<file path="src/hdl/stl_front.sv">
// front end: takes samples and turns them into squared magnitudes
`default_nettype none

module stl_front #(
    parameter int SAMPLE_BITS = 16,
    parameter int IN_W        = 16
) (
    input  wire logic                       s_axis_tvalid,
    output logic                            s_axis_tready,
    input  wire logic [IN_W-1:0]            s_axis_tdata,
    input  wire logic                       q_full,
    output logic                            q_push,
    output logic      [2*SAMPLE_BITS-2:0]   q_square
);

    localparam int SQ_FULL_W = 2 * SAMPLE_BITS;

    logic [SAMPLE_BITS-1:0] raw;
    logic [SAMPLE_BITS-1:0] mag;
    logic [SQ_FULL_W-1:0]   sq_full;

    // bits above the sign bit are ignored
    assign raw = s_axis_tdata[SAMPLE_BITS-1:0];
    assign mag = raw[SAMPLE_BITS-1] ? (~raw + 1'b1) : raw;

    // the square of the most negative sample is 2^(2n-2), so one bit less suffices
    assign sq_full  = SQ_FULL_W'(mag) * SQ_FULL_W'(mag);
    assign q_square = sq_full[SQ_FULL_W-2:0];

    assign s_axis_tready = !q_full;
    assign q_push        = s_axis_tvalid && !q_full;

endmodule

`default_nettype wire

</file>
<file path="config.mk">
export PLATFORM = sky130hd
export DESIGN_NAME = stl_front
export DESIGN_NICKNAME = d
export VERILOG_FILES = /design/src/hdl/stl_front.sv
export SDC_FILE = /design/constraint.sdc
export NUM_CORES = 1
export LEC_CHECK = 0
export BUFFER_PORTS_ARGS = -buffer_cell sky130_fd_sc_hd__clkbuf_2
export CORE_ASPECT_RATIO = 1.1
export CORE_MARGIN = 2
export CORE_UTILIZATION = 55
export DETAILED_ROUTE_END_ITERATION = 8
export GPL_TIMING_DRIVEN = 1
export PLACE_DENSITY = 0.86
export RECOVER_POWER = 100
export SLEW_MARGIN = 40
export SYNTH_ARGS = -nofsm -noshare
export SYNTH_HDL_FRONTEND = slang
export SYNTH_SLANG_ARGS = --single-unit
</file>
<file path="constraint.sdc">
create_clock -name vclk -period 10.4
set_input_delay 0.52 -clock vclk [all_inputs]
set_output_delay 0.52 -clock vclk [all_outputs]
set_load 0.01 [all_outputs]
</file>
-- Yosys cells after proc, flatten, opt, wreduce, memory -nomap -nowiden
Cells that the tools add are included.
- add/subtract/negate cells: 1
- multiply operators: 1
- div/mod/pow operators: 0
- order comparisons: 0
- equality and inequality tests: 0
- shifts and indexed selects: 0
- multiplexer cells: 1
- bitwise gates (word level): 1
- reductions and logical operators: 2
- operators with widths (kind ; count):
    multiplier 16 x 16 -> 31 bit ; 1
    adder 16 x 1 -> 16 bit, second input constant ; 1
    two-way mux 16 bit ; 1
    inverter 16 bit ; 1
    logical AND 1 bit ; 1
    zero test 1 bit ; 1
- register bits: 0
- bits in latches: 0
- bits in writable memories: 0
- bits in read-only memories: 0
- input bits: 18
- output and inout port bits: 33
- word-level logic and storage cells: 6
- memories: 0

-- Longest topological paths before layout
- word-level depth: 4
- gate-level depth with buffers: 28
- mapped depth without buffers: 27

-- Worst setup path after synthesis
Ideal clock, no wire load.
- path type: input to output
- start: input port s_axis_tdata[0]
- end: output port q_square[24]
- data arrival time: 7.531 ns
- data required time: 9.880 ns
- slack: 2.349 ns
- stages: 24
- path through: inv_1 > clkbuf_1 > ha_1 > nand3_1 > o31a_1 > xor2_1 > clkbuf_1 > nand2_1 > fa_1 > inv_1 > fa_1 > fa_1 > fa_1 > fa_1 > inv_1 > fa_1 > inv_1 > ha_1 > a21oi_1 > nand2_1 > a221o_1 > nand4bb_2 > and2_1 > o311ai_0
- cells in the longest elaborated chain, start to end: 4
- ends and longest elaborated chain (element ; RTL line ; text):
    start, declared ; 10 ; input wire logic [IN_W-1:0] s_axis_tdata,
    inverter 16 bit ; 24 ; assign mag = raw[SAMPLE_BITS-1] ? (~raw + 1'b1) : raw;
    adder 16 x 1 -> 16 bit ; 24 ;
    two-way mux 16 bit * ; 24 ;
    multiplier 16 x 16 -> 31 bit * ; 27 ; assign sq_full = SQ_FULL_W'(mag) * SQ_FULL_W'(mag);
    end, declared ; 13 ; output logic [2*SAMPLE_BITS-2:0] q_square
Every way passes the cells marked *; elsewhere a longest branch is shown, timed or not.

-- Worst setup path in the final report
Ends and elaborated chain as after synthesis.

==> flow_summary.toml <==
[critical_path]
worstPathRequired_ns = 9.88
slowest_stage = "xor2_1"
critPathLaunchType = "primary input"
crit_path_frequent_cell = "fa_1"
slowest_delay_ns = 0.61
crit_cells = 24
worstPathArrival_ns = 8.43
setup.worst_path.class = "in -> out"
cp_num_buf_inv = 7
crit_fanout = 16
endpoint_kind = "output pin"
cp_cell_sequence = "clkbuf_1, inv_1, ha_1, nand2b_1, xor2_1, clkinv_1, nand2_1, fa_1, fa_1, fa_1, fa_1, inv_1, fa_1, inv_1, fa_1, inv_1, ha_1, a21oi_1, o2bb2ai_1, a221o_1, nand4bb_1, and2_0, o311ai_0, clkbuf_1"
crit_family = "adder cells"

[cells_and_area]
layout_common_cells = "inv_1, fa_1, ha_1, nand2_1, nor2_1"
nFillCells = 1123
diodes = 0
area_growth_pct = 5.95
register_area_sq_um = 0
nClkBuffers = 0
nFlopsAndLatches = 0
final_common_cell = "inv_1"
layout-drive-gt1-share = 0.0435
layout.nets = 1198

[global_route]
grtUsageMet2 = 0.448
busiest_layer = "met2"
use_met3 = 0.0265
antenna_found_initial = 0
grt_max_degree = 19
grt_pass1_wl_um = 28400
grt_pass1_vias = 6318
use_met1 = 0.290
grt_usage = 0.242
grt_overflow_total = 0

[min_path]
hold_path.startpoint = "q_full"
whs_path_depth = 3
hold-path-endpoint = "s_axis_tready"
worst_hold_path_type = "in -> out"

[floorplan]
dieArea_sq_um = 14500
io_pins = 51
core_sq_um = 13200
die_w_um = 115
start_util = 0.563
die_h_um = 126
core.rowCount = 44

[sta]
period_minus_slack_ns = 8.95
worst_pin_slew_ns = 0.841
setup-tns-final_ns = 0
hold_ws_ns = 1.27
rsz0062_at_grt = "no"
fin_crit_sh = 0.861
setup_viol = 0
hold_viol = 0
slew_headroom = 0.436
slew_violations = 0
fmax_ghz = 0.112

[detailed_routing]
drtAntennaViolNets = 0
drt_iter0_markers = 342
dr.pass1.iters = 6
drc = 0
post_drt_wl_per_cell_um = 15.5
vias = 5920
drt-vias-per-instance = 5.48
drt-total-wl_um = 16700

[synthesis]
synth-compound-area-share = 0.0896
synthMuxAreaShare = 0.00134
syn_area_sq_um = 7440
synth-simple-area-share = 0.129
synthAdderAreaFrac = 0.598
yosysSeqAreaShare = 0
synth_xor_area_frac = 0.0538
yosysWarnings = 0
synth_cell_types = 55
postSynthAreaPerCell_sq_um = 8.57
synth_cells = 869
synth_top_family_by_area = "adder cells"

[cts]
cts-resized-gates = 0
cts_setup_buffers = 0
ctsHoldBuffers = 0

[placement]
port_buffers = 50
gp_congestion = 0.886
detailed_place_hpwl_um = 14800

[outcome]
status = "finished, final reports clean"

[run]
maxCapViolCount = 0
## cell type report
class,count,area (sq um),share of cell area
Multi-Input combinational cell,629,6540,0.829
Inverter,233,875,0.111
Tap cell,161,201,0.0255
Timing Repair Buffer,58,273,0.0346
## logic make-up after synthesis
group	after synthesis
fa+ha+maj	258
buf+inv	250
simple gates	214
compound gates	100
xor+xnor	44
other cells	2
mux	1
## through the flow
stage | instances | instance area (sq um) | worst slack [ns] | utilization
floorplan | 879 | 7480 | 2.35 | -
global placement | 1081 | 7920 | 1.89 | 0.600
detailed placement | 1081 | 7930 | 1.69 | 0.600
CTS | 1081 | 7930 | 1.69 | 0.600
global route | 1081 | 7890 | 0.928 | 0.597
finish | 1081 | 7890 | 1.45 | 0.597
## worst max path at each step
stage,startpoint,endpoint,slack [ns]
6_report,s_axis_tdata[0],q_square[24],1.45
5_1_grt,s_axis_tdata[0],q_square[24],0.93
4_1_cts,s_axis_tdata[0],q_square[24],1.69
3_5_place_dp,s_axis_tdata[0],q_square[24],1.69
3_3_place_gp,s_axis_tdata[0],q_square[24],1.89
2_1_floorplan,s_axis_tdata[0],q_square[24],2.35
## tightest hold or removal path, cell delays in order
cell	delay, ns
clkbuf_2	0.08
inv_1	0.03
clkbuf_1	0.11
## cells in the mapped netlist (7+ instances only)
cell type    n  area share
xnor2_1     31       0.036
a21o_1      11       0.011
o21ai_0     14      0.0094
ha_1        95        0.16
nor2_1      65       0.033
nor3_1      10      0.0067
xor2_1      11       0.013
nand2_1     90       0.045
inv_1      226        0.11
a21oi_1     26       0.017
clkbuf_1    15      0.0076
nand3_1      9      0.0060
fa_1       163        0.44
a31oi_1      7      0.0059
## layer usage
metal / up-vias / wire (um)
li1: 2766 / -
met4: 0 / 571
met2: 197 / 9110
met3: 45 / 813
met1: 2912 / 6240
met5: - / 0
Power is left out: the tool's default activity adds up to more than one toggle a clock period on the data nets, which glitch-free logic cannot reach.
