## config.mk

```make
export PLATFORM = sky130hd
export DESIGN_NAME = stl_fifo
export DESIGN_NICKNAME = d
export VERILOG_FILES = /design/src/hdl/stl_fifo.sv
export SDC_FILE = /design/constraint.sdc
export NUM_CORES = 1
export LEC_CHECK = 0
export BUFFER_PORTS_ARGS = -buffer_cell sky130_fd_sc_hd__buf_2
export CORE_AREA = 5 5 78 80
export CTS_CLUSTER_SIZE = 20
export DETAILED_ROUTE_END_ITERATION = 10
export DIE_AREA = 0 0 83 85
export PLACE_DENSITY = 0.82
export SYNTH_ARGS = -nofsm -noshare
export SYNTH_HDL_FRONTEND = slang
export SYNTH_SLANG_ARGS = --single-unit
```

## constraint.sdc

```tcl
create_clock -name clk -period 3.9 [get_ports clk]
set_input_delay 0.78 -clock clk [delete_from_list [all_inputs] [get_ports clk]]
set_output_delay 0.78 -clock clk [all_outputs]
set_load 0.02 [all_outputs]
```

## src/hdl/stl_fifo.sv

```systemverilog
// small register queue between front and back end
`default_nettype none

module stl_fifo #(
    parameter int WIDTH = 31,
    parameter int DEPTH = 2
) (
    input  wire logic             clk,
    input  wire logic             rst_n,
    input  wire logic             push,
    input  wire logic [WIDTH-1:0] push_data,
    output logic                  full,
    input  wire logic             pop,
    output logic                  not_empty,
    output logic      [WIDTH-1:0] pop_data
);

    localparam int PTR_W = (DEPTH > 1) ? $clog2(DEPTH) : 1;
    localparam int CNT_W = $clog2(DEPTH + 1);
    localparam logic [PTR_W-1:0] PTR_LAST = PTR_W'(DEPTH - 1);
    localparam logic [CNT_W-1:0] CNT_FULL = CNT_W'(DEPTH);

    logic [WIDTH-1:0] slot_reg [DEPTH];
    logic [PTR_W-1:0] wr_ptr_reg;
    logic [PTR_W-1:0] rd_ptr_reg;
    logic [CNT_W-1:0] count_reg;
    logic             do_push;
    logic             do_pop;

    assign full      = (count_reg == CNT_FULL);
    assign not_empty = (count_reg != '0);
    assign do_push   = push && !full;
    assign do_pop    = pop && not_empty;
    assign pop_data  = slot_reg[rd_ptr_reg];

    always_ff @(posedge clk or negedge rst_n)
    begin
        if (!rst_n)
        begin
            wr_ptr_reg <= '0;
            rd_ptr_reg <= '0;
            count_reg  <= '0;
        end
        else
        begin
            if (do_push)
            begin
                wr_ptr_reg <= (wr_ptr_reg == PTR_LAST) ? '0 : wr_ptr_reg + 1'b1;
            end
            if (do_pop)
            begin
                rd_ptr_reg <= (rd_ptr_reg == PTR_LAST) ? '0 : rd_ptr_reg + 1'b1;
            end
            if (do_push && !do_pop)
            begin
                count_reg <= count_reg + 1'b1;
            end
            else if (do_pop && !do_push)
            begin
                count_reg <= count_reg - 1'b1;
            end
        end
    end

    always_ff @(posedge clk)
    begin
        if (do_push)
        begin
            slot_reg[wr_ptr_reg] <= push_data;
        end
    end

endmodule

`default_nettype wire

```

Word-level counts from Yosys, hierarchy flattened:

Memories as Yosys holds them, arrays and structs flattened.
Index checks and enable logic that the tools add are counted.

* register bits: 4
* bits in latches: 0
* memory bits (writable): 62
* ROM bits: 0
* input port bits: 35
* output and inout bits: 33
* logic and storage cells: 24
* memories kept: 1

* add/sub/neg operators: 4
* $mul: 0
* div/mod/pow operators: 0
* $lt $le $gt $ge: 0
* equality and inequality tests: 1
* shift-type cells: 0
* multiplexer cells: 6
* bitwise gates (word level): 0
* reduce and logical (&&, ||, !) cells: 9

Memories
* slot_reg: words 2, width 31, read ports 1, clocked after Yosys merged registers in 0, write ports 1, line 23 `logic [WIDTH-1:0] slot_reg [DEPTH];`

Operators by type and width (number)
* 1-bit logical AND: 4
* 1-bit 2-to-1 mux: 4
* 2-bit 2-to-1 mux: 2
* 2-bit nonzero test: 2
* 1-bit logical NOT: 3
* 1-bit adder (second input constant): 2
* 2-bit by 1-bit adder with 2-bit output (second input constant): 1
* 2-bit == test (second input constant): 1
* 2-bit by 1-bit subtractor with 2-bit output (second input constant): 1

Logic depth before layout (Yosys ltp):

Gate-level depths: netlist of the first run.

* depth after elaboration: 7
* mapped depth: 7
* gate-level depth less buffers: 7

Least setup slack after synthesis of the first run:

No wires, ideal clock.

* path kind: input -> register
* start point: input port push
* end point: memory slot_reg[0][0], enable pin
* setup time: 0.419 ns
* data arrival time: 2.182 ns
* required time: 3.481 ns
* slack: 1.299 ns
* stages: 2
* path buffers: 0
* cells stage by stage: nand2_1 > nor2_1

* word-level cells in the longest chain between the ends: 3

RTL lines
* start: declaration: line 10 `input wire logic push,`
* 1-bit logical AND: line 32 `assign do_push = push && !full;`
* 1-bit 2-to-1 mux: line 67 `if (do_push)`
* 1-bit 2-to-1 mux (implied by the code): line 69 `slot_reg[wr_ptr_reg] <= push_data;`
* end: declaration: line 23

Every way passes these cells.

Worst setup path in the final report of the first run:

* start point: register rd_ptr_reg
* end point: output port pop_data[14]

* word-level cells in the longest chain between the ends: 1

RTL lines
* start: declaration: line 25 `logic [PTR_W-1:0] rd_ptr_reg;`
* start signal: assignment: line 52 `rd_ptr_reg <= (rd_ptr_reg == PTR_LAST) ? '0 : rd_ptr_reg + 1'b1;`
* memory read 2 x 31 bit
* end: declaration: line 15 `output logic [WIDTH-1:0] pop_data`

Every way passes these cells.

==> impl_metrics.yaml, run 1 <==
status:
  outcome: "finished, final reports clean"
yosys:
  synth_top_family_by_area: "multiplexers"
  seq_area_frac_synth: 0.757
  synth_cells: 116
  ys_warn_count: 0
  synth_compound_area_frac: 0
  syn-num-nets: 152
  synth_simple_gate_area_share: 0.0140
  synth_mux_area_frac: 0.177
  synth_seq_cells: 66
  yosysUniqueCellTypes: 16
  synth_xor_area_frac: 0.0169
  synthAdderAreaFrac: 0.00483
  syn_area_per_cell_um2: 22.3
  synth_area_um2: 2590
sta:
  worst_slew_pin_slew_ps: 1020
  setup_viol: 0
  finalCriticalPeriod_ps: 2720
  fin_worst_hold_slack_ps: 261
  rsz0062_at_grt: "false"
  setup_ws_ps: 1180
  setup_tns_ps: 0
  maxSlewViolCount: 0
  finalCritPeriodShare: 0.697
  max_freq_ghz: 0.368
  max_slew_margin: 0.323
  skew_ps: 3.64
  hold_viol_final: 0
layout:
  diodes: 0
  fin_nets: 227
  fin_area_um2: 3140
  largest_register_ffs: 62
  drive_gt1_frac: 0.577
  area_growth_pct: 21.1
grt:
  gr-total-overflow: 0
  grt_pass1_vias: 1369
  grt_usage: 0.120
  grt_antenna_before_repair: 1
  grt_pass1_wl_um: 6380
  grt_max_degree: 33
setup_path:
  crit_type: "reg2out"
  crit_path_cell_trace: "mux2_2 > buf_2"
  reg2reg_depth: 3
  cp.required_ps: 3120
  end_kind: "output pin"
  crit_path_start_kind: "register"
  r2r-start: "count_reg[0]$_DFFE_PN0P_"
  critPathMaxStageDelay_ps: 1040
  r2r-end: "slot_reg[0][15]$_DFFE_PP_"
  crit_fanout: 32
  crit_path_top_delay_cell: "dfrtp_2"
  r2r_slack_ps: 2100
  worstPathArrival_ps: 1940
  crit_start: "rd_ptr_reg$_DFFE_PN0P_"
cts:
  cts_resized: 0
  cts_buffer_depth: 2
  cts_tree: "yes"
  cts-htree-levels: 3
  cts_made_buffers: 9
  holdBufCountCts: 0
  clock_latency_ps: 320
  clkTransAtPathRegs_ps: 60
  post-cts-setup-buffers: 0
  cts.sinks: 66
  clockRootBuffer: "clkbuf_8"
route:
  vias_per_cell: 4.71
  drc: 0
  ant_nets: 0
  wl_per_cell_um: 15.2
  routed_wl_um: 4070
  dr.pass1.iters: 4
  vias: 1262
  drtIter0Drc: 44
hold_path:
  hold_path.class: "in2async"
die:
  core_um2: 5340
  row_count: 27
  die_h_um: 85
  start_util: 0.485
  io_pins: 68
  die_x_um: 83
  die_area_um2: 7060
placed_design:
  gp_congestion: 0.695
  hpwl_um: 2730
  placed_area_um2: 2960
  portBuffers: 67
  dp_slack_ps: 1510
pwr:
  peakVddDrop_v: 0.000561
  power_mw: 2.45
  power_leakage_nw: 1.28
  p_per_area_nw_per_um2: 781
job:
  maxCapViolations: 0
## area by class of cell
type / count / area [µm²]
Inverter: 2 / 7.51
Clock inverter: 4 / 42.5
Tap cell: 72 / 90.1
Sequential cell: 66 / 1960
Clock buffer: 12 / 135
Timing Repair Buffer: 68 / 343
Fill cell: 431 / 2200
Multi-Input combinational cell: 44 / 558
## per-layer routing
layer  global-route usage  wire (µm)
met2                0.208       2190
met5                    0          7
met3               0.0476        268
met4               0.0624         45
met1                0.126       1560
## per-stage QoR
stage | util | std cells
floorplan | - | 116
global placement | 0.555 | 252
detailed placement | 0.555 | 252
CTS | 0.588 | 268
global route | 0.588 | 268
finish | 0.588 | 268
## cell usage after synthesis, drive strengths merged
cell type / number / share of area
edfxtp: 62 / 0.72
mux2: 31 / 0.18
buf: 4 / 0.028
dfrtp: 4 / 0.039
xnor2: 3 / 0.010
inv: 2 / 0.0029
nand2: 2 / 0.0039
nor2: 2 / 0.0029
xor2: 2 / 0.0068
and3: 1 / 0.0024
ha: 1 / 0.0048
nand2b: 1 / 0.0024
or2: 1 / 0.0024
## critical path, delay by kind of cell (launching register included)
kind	cells	cell delay (ps)
flip-flops	1	1040
multiplexers	1	420
buffers and inverters	1	160
## cell families (layout without fill, tap and decap cells)
family / after synthesis / count (layout)
muxes: 31 / 31
buffers and inverters: 6 / 86
and+or+nand+nor: 7 / 7
DFF: 66 / 66
xor gates and xnor gates: 5 / 5
adders and majority gates: 1 / 1
## power by group
part	internal, mW	switching, mW
clock network	0.291	0.224
logic	0.404	0.416
registers	0.974	0.142
## how the worst max path moves through the flow
stage | to | slack, ps | cells past startpoint
global placement | pop_data[14] | 1520 | 2
finish | pop_data[14] | 1180 | 2
CTS | pop_data[14] | 1140 | 2
detailed placement | pop_data[14] | 1510 | 2
global route | pop_data[14] | 1070 | 2
floorplan | slot_reg[0][0]$_DFFE_PP_ | 1300 | 2
## cells in the final DEF (no fill, tap or decap), types with 2 or more instances in the layout
master / n
buf_2: 67
edfxtp_1: 62
mux2_4: 29
clkbuf_8: 9
xnor2_1: 3
clkbuf_1: 3
dfrtp_1: 3
inv_1: 2
mux2_2: 2
xor2_1: 2
clkinv_1: 2
Note: power is estimated with default switching activity, not from simulation.
==> inputs of run 2 (changes only) <==
- ABC_AREA: not set -> 1
- CORE_AREA: 5 5 78 80 -> 5 5 81 83
- DIE_AREA: 0 0 83 85 -> 0 0 86 88
- PLACE_DENSITY: 0.82 -> 0.79
- clock period: 3.9 -> 2.37 ns (I/O delays scaled with it)
==> run 2 against run 1 <==
Clock skew is 3.1 ps higher. Die area increased by 7.3%. Via count up 24%. Design area grew 0.56%. Synthesized area down 2.8%. Highest routed layer is now met4.
==> impl_metrics.yaml, run 2 <==
grt:
  grt_antenna_before_repair: 0
  grt_max_degree: 33
  grt_usage: 0.133
  gr-total-overflow: 0
  grt_pass1_vias: 1620
  grt_pass1_wl_um: 7370
route:
  drc: 0
  wl_met2_um: 2370
  drtIter0Drc: 36
  vias: 1571
  ant_nets: 0
  highest_layer: "met4"
  routed_wl_um: 4490
  wl_met3_um: 303
  vias_per_cell: 4.46
  dr.pass1.iters: 4
  wl_per_cell_um: 12.7
  wl_met1_um: 1710
sta:
  rsz0062_at_grt: "false"
  skew_ps: 6.73
  worst_slew_pin_slew_ps: 489
  setup_viol: 0
  max_slew_margin: 0.671
  maxSlewViolCount: 0
  finalCriticalPeriod_ps: 1820
  setup_tns_ps: 0
  fin_worst_hold_slack_ps: 331
  hold_viol_final: 0
  finalCritPeriodShare: 0.768
  max_freq_ghz: 0.550
job:
  maxCapViolations: 0
setup_path:
  crit_path_cell_trace: "inv_4 > nand2_1 > nand2_1 > buf_2"
  critPathBufInv: 2
  cp.required_ps: 1900
  worstPathArrival_ps: 1350
  critPathMaxStageDelay_ps: 420
  path_common_cell: "nand2_1"
  end_kind: "output pin"
  crit_path_top_delay_cell: "dfrtp_1"
  endpoint: "pop_data[3]"
  path_delay_family: "buffers and inverters"
  r2r_slack_ps: 950
  crit_start: "rd_ptr_reg$_DFFE_PN0P_"
  r2r-start: "count_reg[1]$_DFFE_PN0P_"
  r2r-end: "slot_reg[1][2]$_DFFE_PP_"
  cp.depth: 4
  crit_path_start_kind: "register"
  crit_type: "reg2out"
  reg2reg_depth: 4
  crit_fanout: 32
yosys:
  synth_area_leader_cell: "edfxtp_1"
  ys_warn_count: 0
  synth_seq_cells: 66
  syn-num-nets: 230
  seq_area_frac_synth: 0.779
  synth_area_um2: 2520
  yosysUniqueCellTypes: 17
  yosysMostFrequentCell: "nand2_1"
  syn_area_per_cell_um2: 13.0
  synth_common_cells: "101 x nand2_1, 62 x edfxtp_1, 6 x inv_1, 4 x buf_4, 4 x dfrtp_1"
  synth_ff_type: "edfxtp_1"
  synthTopCellsByArea: "edfxtp_1 74%, nand2_1 15%, dfrtp_1 4.0%, buf_6 1.3%, buf_4 1.2%"
  ys_async_sr_fraction: 0.0606
  netlist.area_leader.share: 0.739
  synth-edff-count: 62
  synth_cells: 194
pwr:
  peakVddDrop_v: 0.000574
  clockPowerShare: 0.236
  netSwitchingFraction: 0.366
  seq_power_share: 0.405
  power_leakage_nw: 1.40
  combPwrFrac: 0.359
  p_sw_mw: 1.52
  internal_power_mw: 2.63
  p_per_area_nw_per_um2: 1310
cts:
  clockRootBuffer: "clkbuf_8"
  clock_latency_ps: 330
  holdBufCountCts: 1
  cts_tree: "yes"
  clkTransAtPathRegs_ps: 70
  cts.sinks: 66
  cts-htree-levels: 3
  cts_resized: 0
  cts_made_buffers: 9
  cts_buffer_depth: 2
  post-cts-setup-buffers: 0
status:
  outcome: "finished, final reports clean"
die:
  core_um2: 5780
  row_count: 28
  io_pins: 68
  die_x_um: 86
  start_util: 0.436
  die_h_um: 88
  die_area_um2: 7570
layout:
  area_growth_pct: 25.3
  seqCellArea_um2: 1960
  largest_register_ffs: 62
  fillers: 510
  fin_area_um2: 3160
  multi_input_area_um2: 469
  fin_nets: 308
  drive_gt1_frac: 0.343
  final_cell_mix: "101 x nand2_1, 67 x buf_2, 62 x edfxtp_1, 9 x clkbuf_8"
  postLayoutCoreUtil: 0.546
  diodes: 0
  final_common_cell: "nand2_1"
placed_design:
  gp_congestion: 0.712
  portBuffers: 67
  placed_area_um2: 2940
  hpwl_um: 3130
hold_path:
  hold_path.class: "in2reg"
run 2: layout make-up:
class,count,share of cell area
multi-input combinational,113,0.149
clock inverter,6,0.0258
clock buffer,10,0.0404
tap,75,0.0297
timing repair buffer,74,0.124
inverter,8,0.0103
sequential,66,0.621
run 2: worst min-delay path by stage:
stage / from / endpoint / slack (ps) / depth (start not counted)
6_report: push_data[21] / slot_reg[1][21]$_DFFE_PP_ / 330 / 1
5_1_grt: push_data[1] / slot_reg[0][1]$_DFFE_PP_ / 300 / 1
4_1_cts: push_data[21] / slot_reg[0][21]$_DFFE_PP_ / 310 / 1
3_5_place_dp: rst_n / count_reg[1]$_DFFE_PN0P_ / 280 / 1
3_3_place_gp: rst_n / count_reg[1]$_DFFE_PN0P_ / 280 / 1
2_1_floorplan: rst_n / count_reg[0]$_DFFE_PN0P_ / 180 / 0
run 2: cell families (layout without fill, tap and decap cells):
logic type,after synthesis,in the layout,share of synthesized area
simple gates,110,110,0.173
compound gates,1,1,0.00198
buf+inv,15,98,0.0382
xor+xnor,1,1,0.00348
fa+ha+maj,1,1,0.00496
flops,66,66,0.779
run 2: per-stage QoR:
| step | worst slack, ps | std cells | total power [mW] |
|---|---|---|---|
| after floorplan | 42.6 | 194 | 2.76 |
| after detailed placement | 877 | 335 | 3.23 |
| final | 551 | 352 | 4.14 |
| after CTS | 507 | 352 | 4.21 |
| after global placement | 906 | 335 | 3.18 |
| after global routing | 412 | 352 | 4.44 |
run 2: worst register-to-register path, cell delays in order (launching register included):
cell	delay, ps
dfrtp_1	390
inv_1	130
o21ai_0	200
nor2_4	140
buf_4	250
run 2: power groups by stage:
stage | clock network [mW] | logic, mW | registers, mW
CTS | 1.01 | 1.53 | 1.68
finish | 0.976 | 1.49 | 1.68
global route | 1.07 | 1.67 | 1.70
detailed placement | 0 | 1.52 | 1.70
floorplan | 0 | 1.08 | 1.68
global placement | 0 | 1.49 | 1.69
run 2: per-layer routing:
layer / vias up / GRT usage
met3: 10 / 0.0546
met1: 722 / 0.137
met4: 0 / 0.0647
li1: 798 / -
met2: 41 / 0.233
met5: - / 0
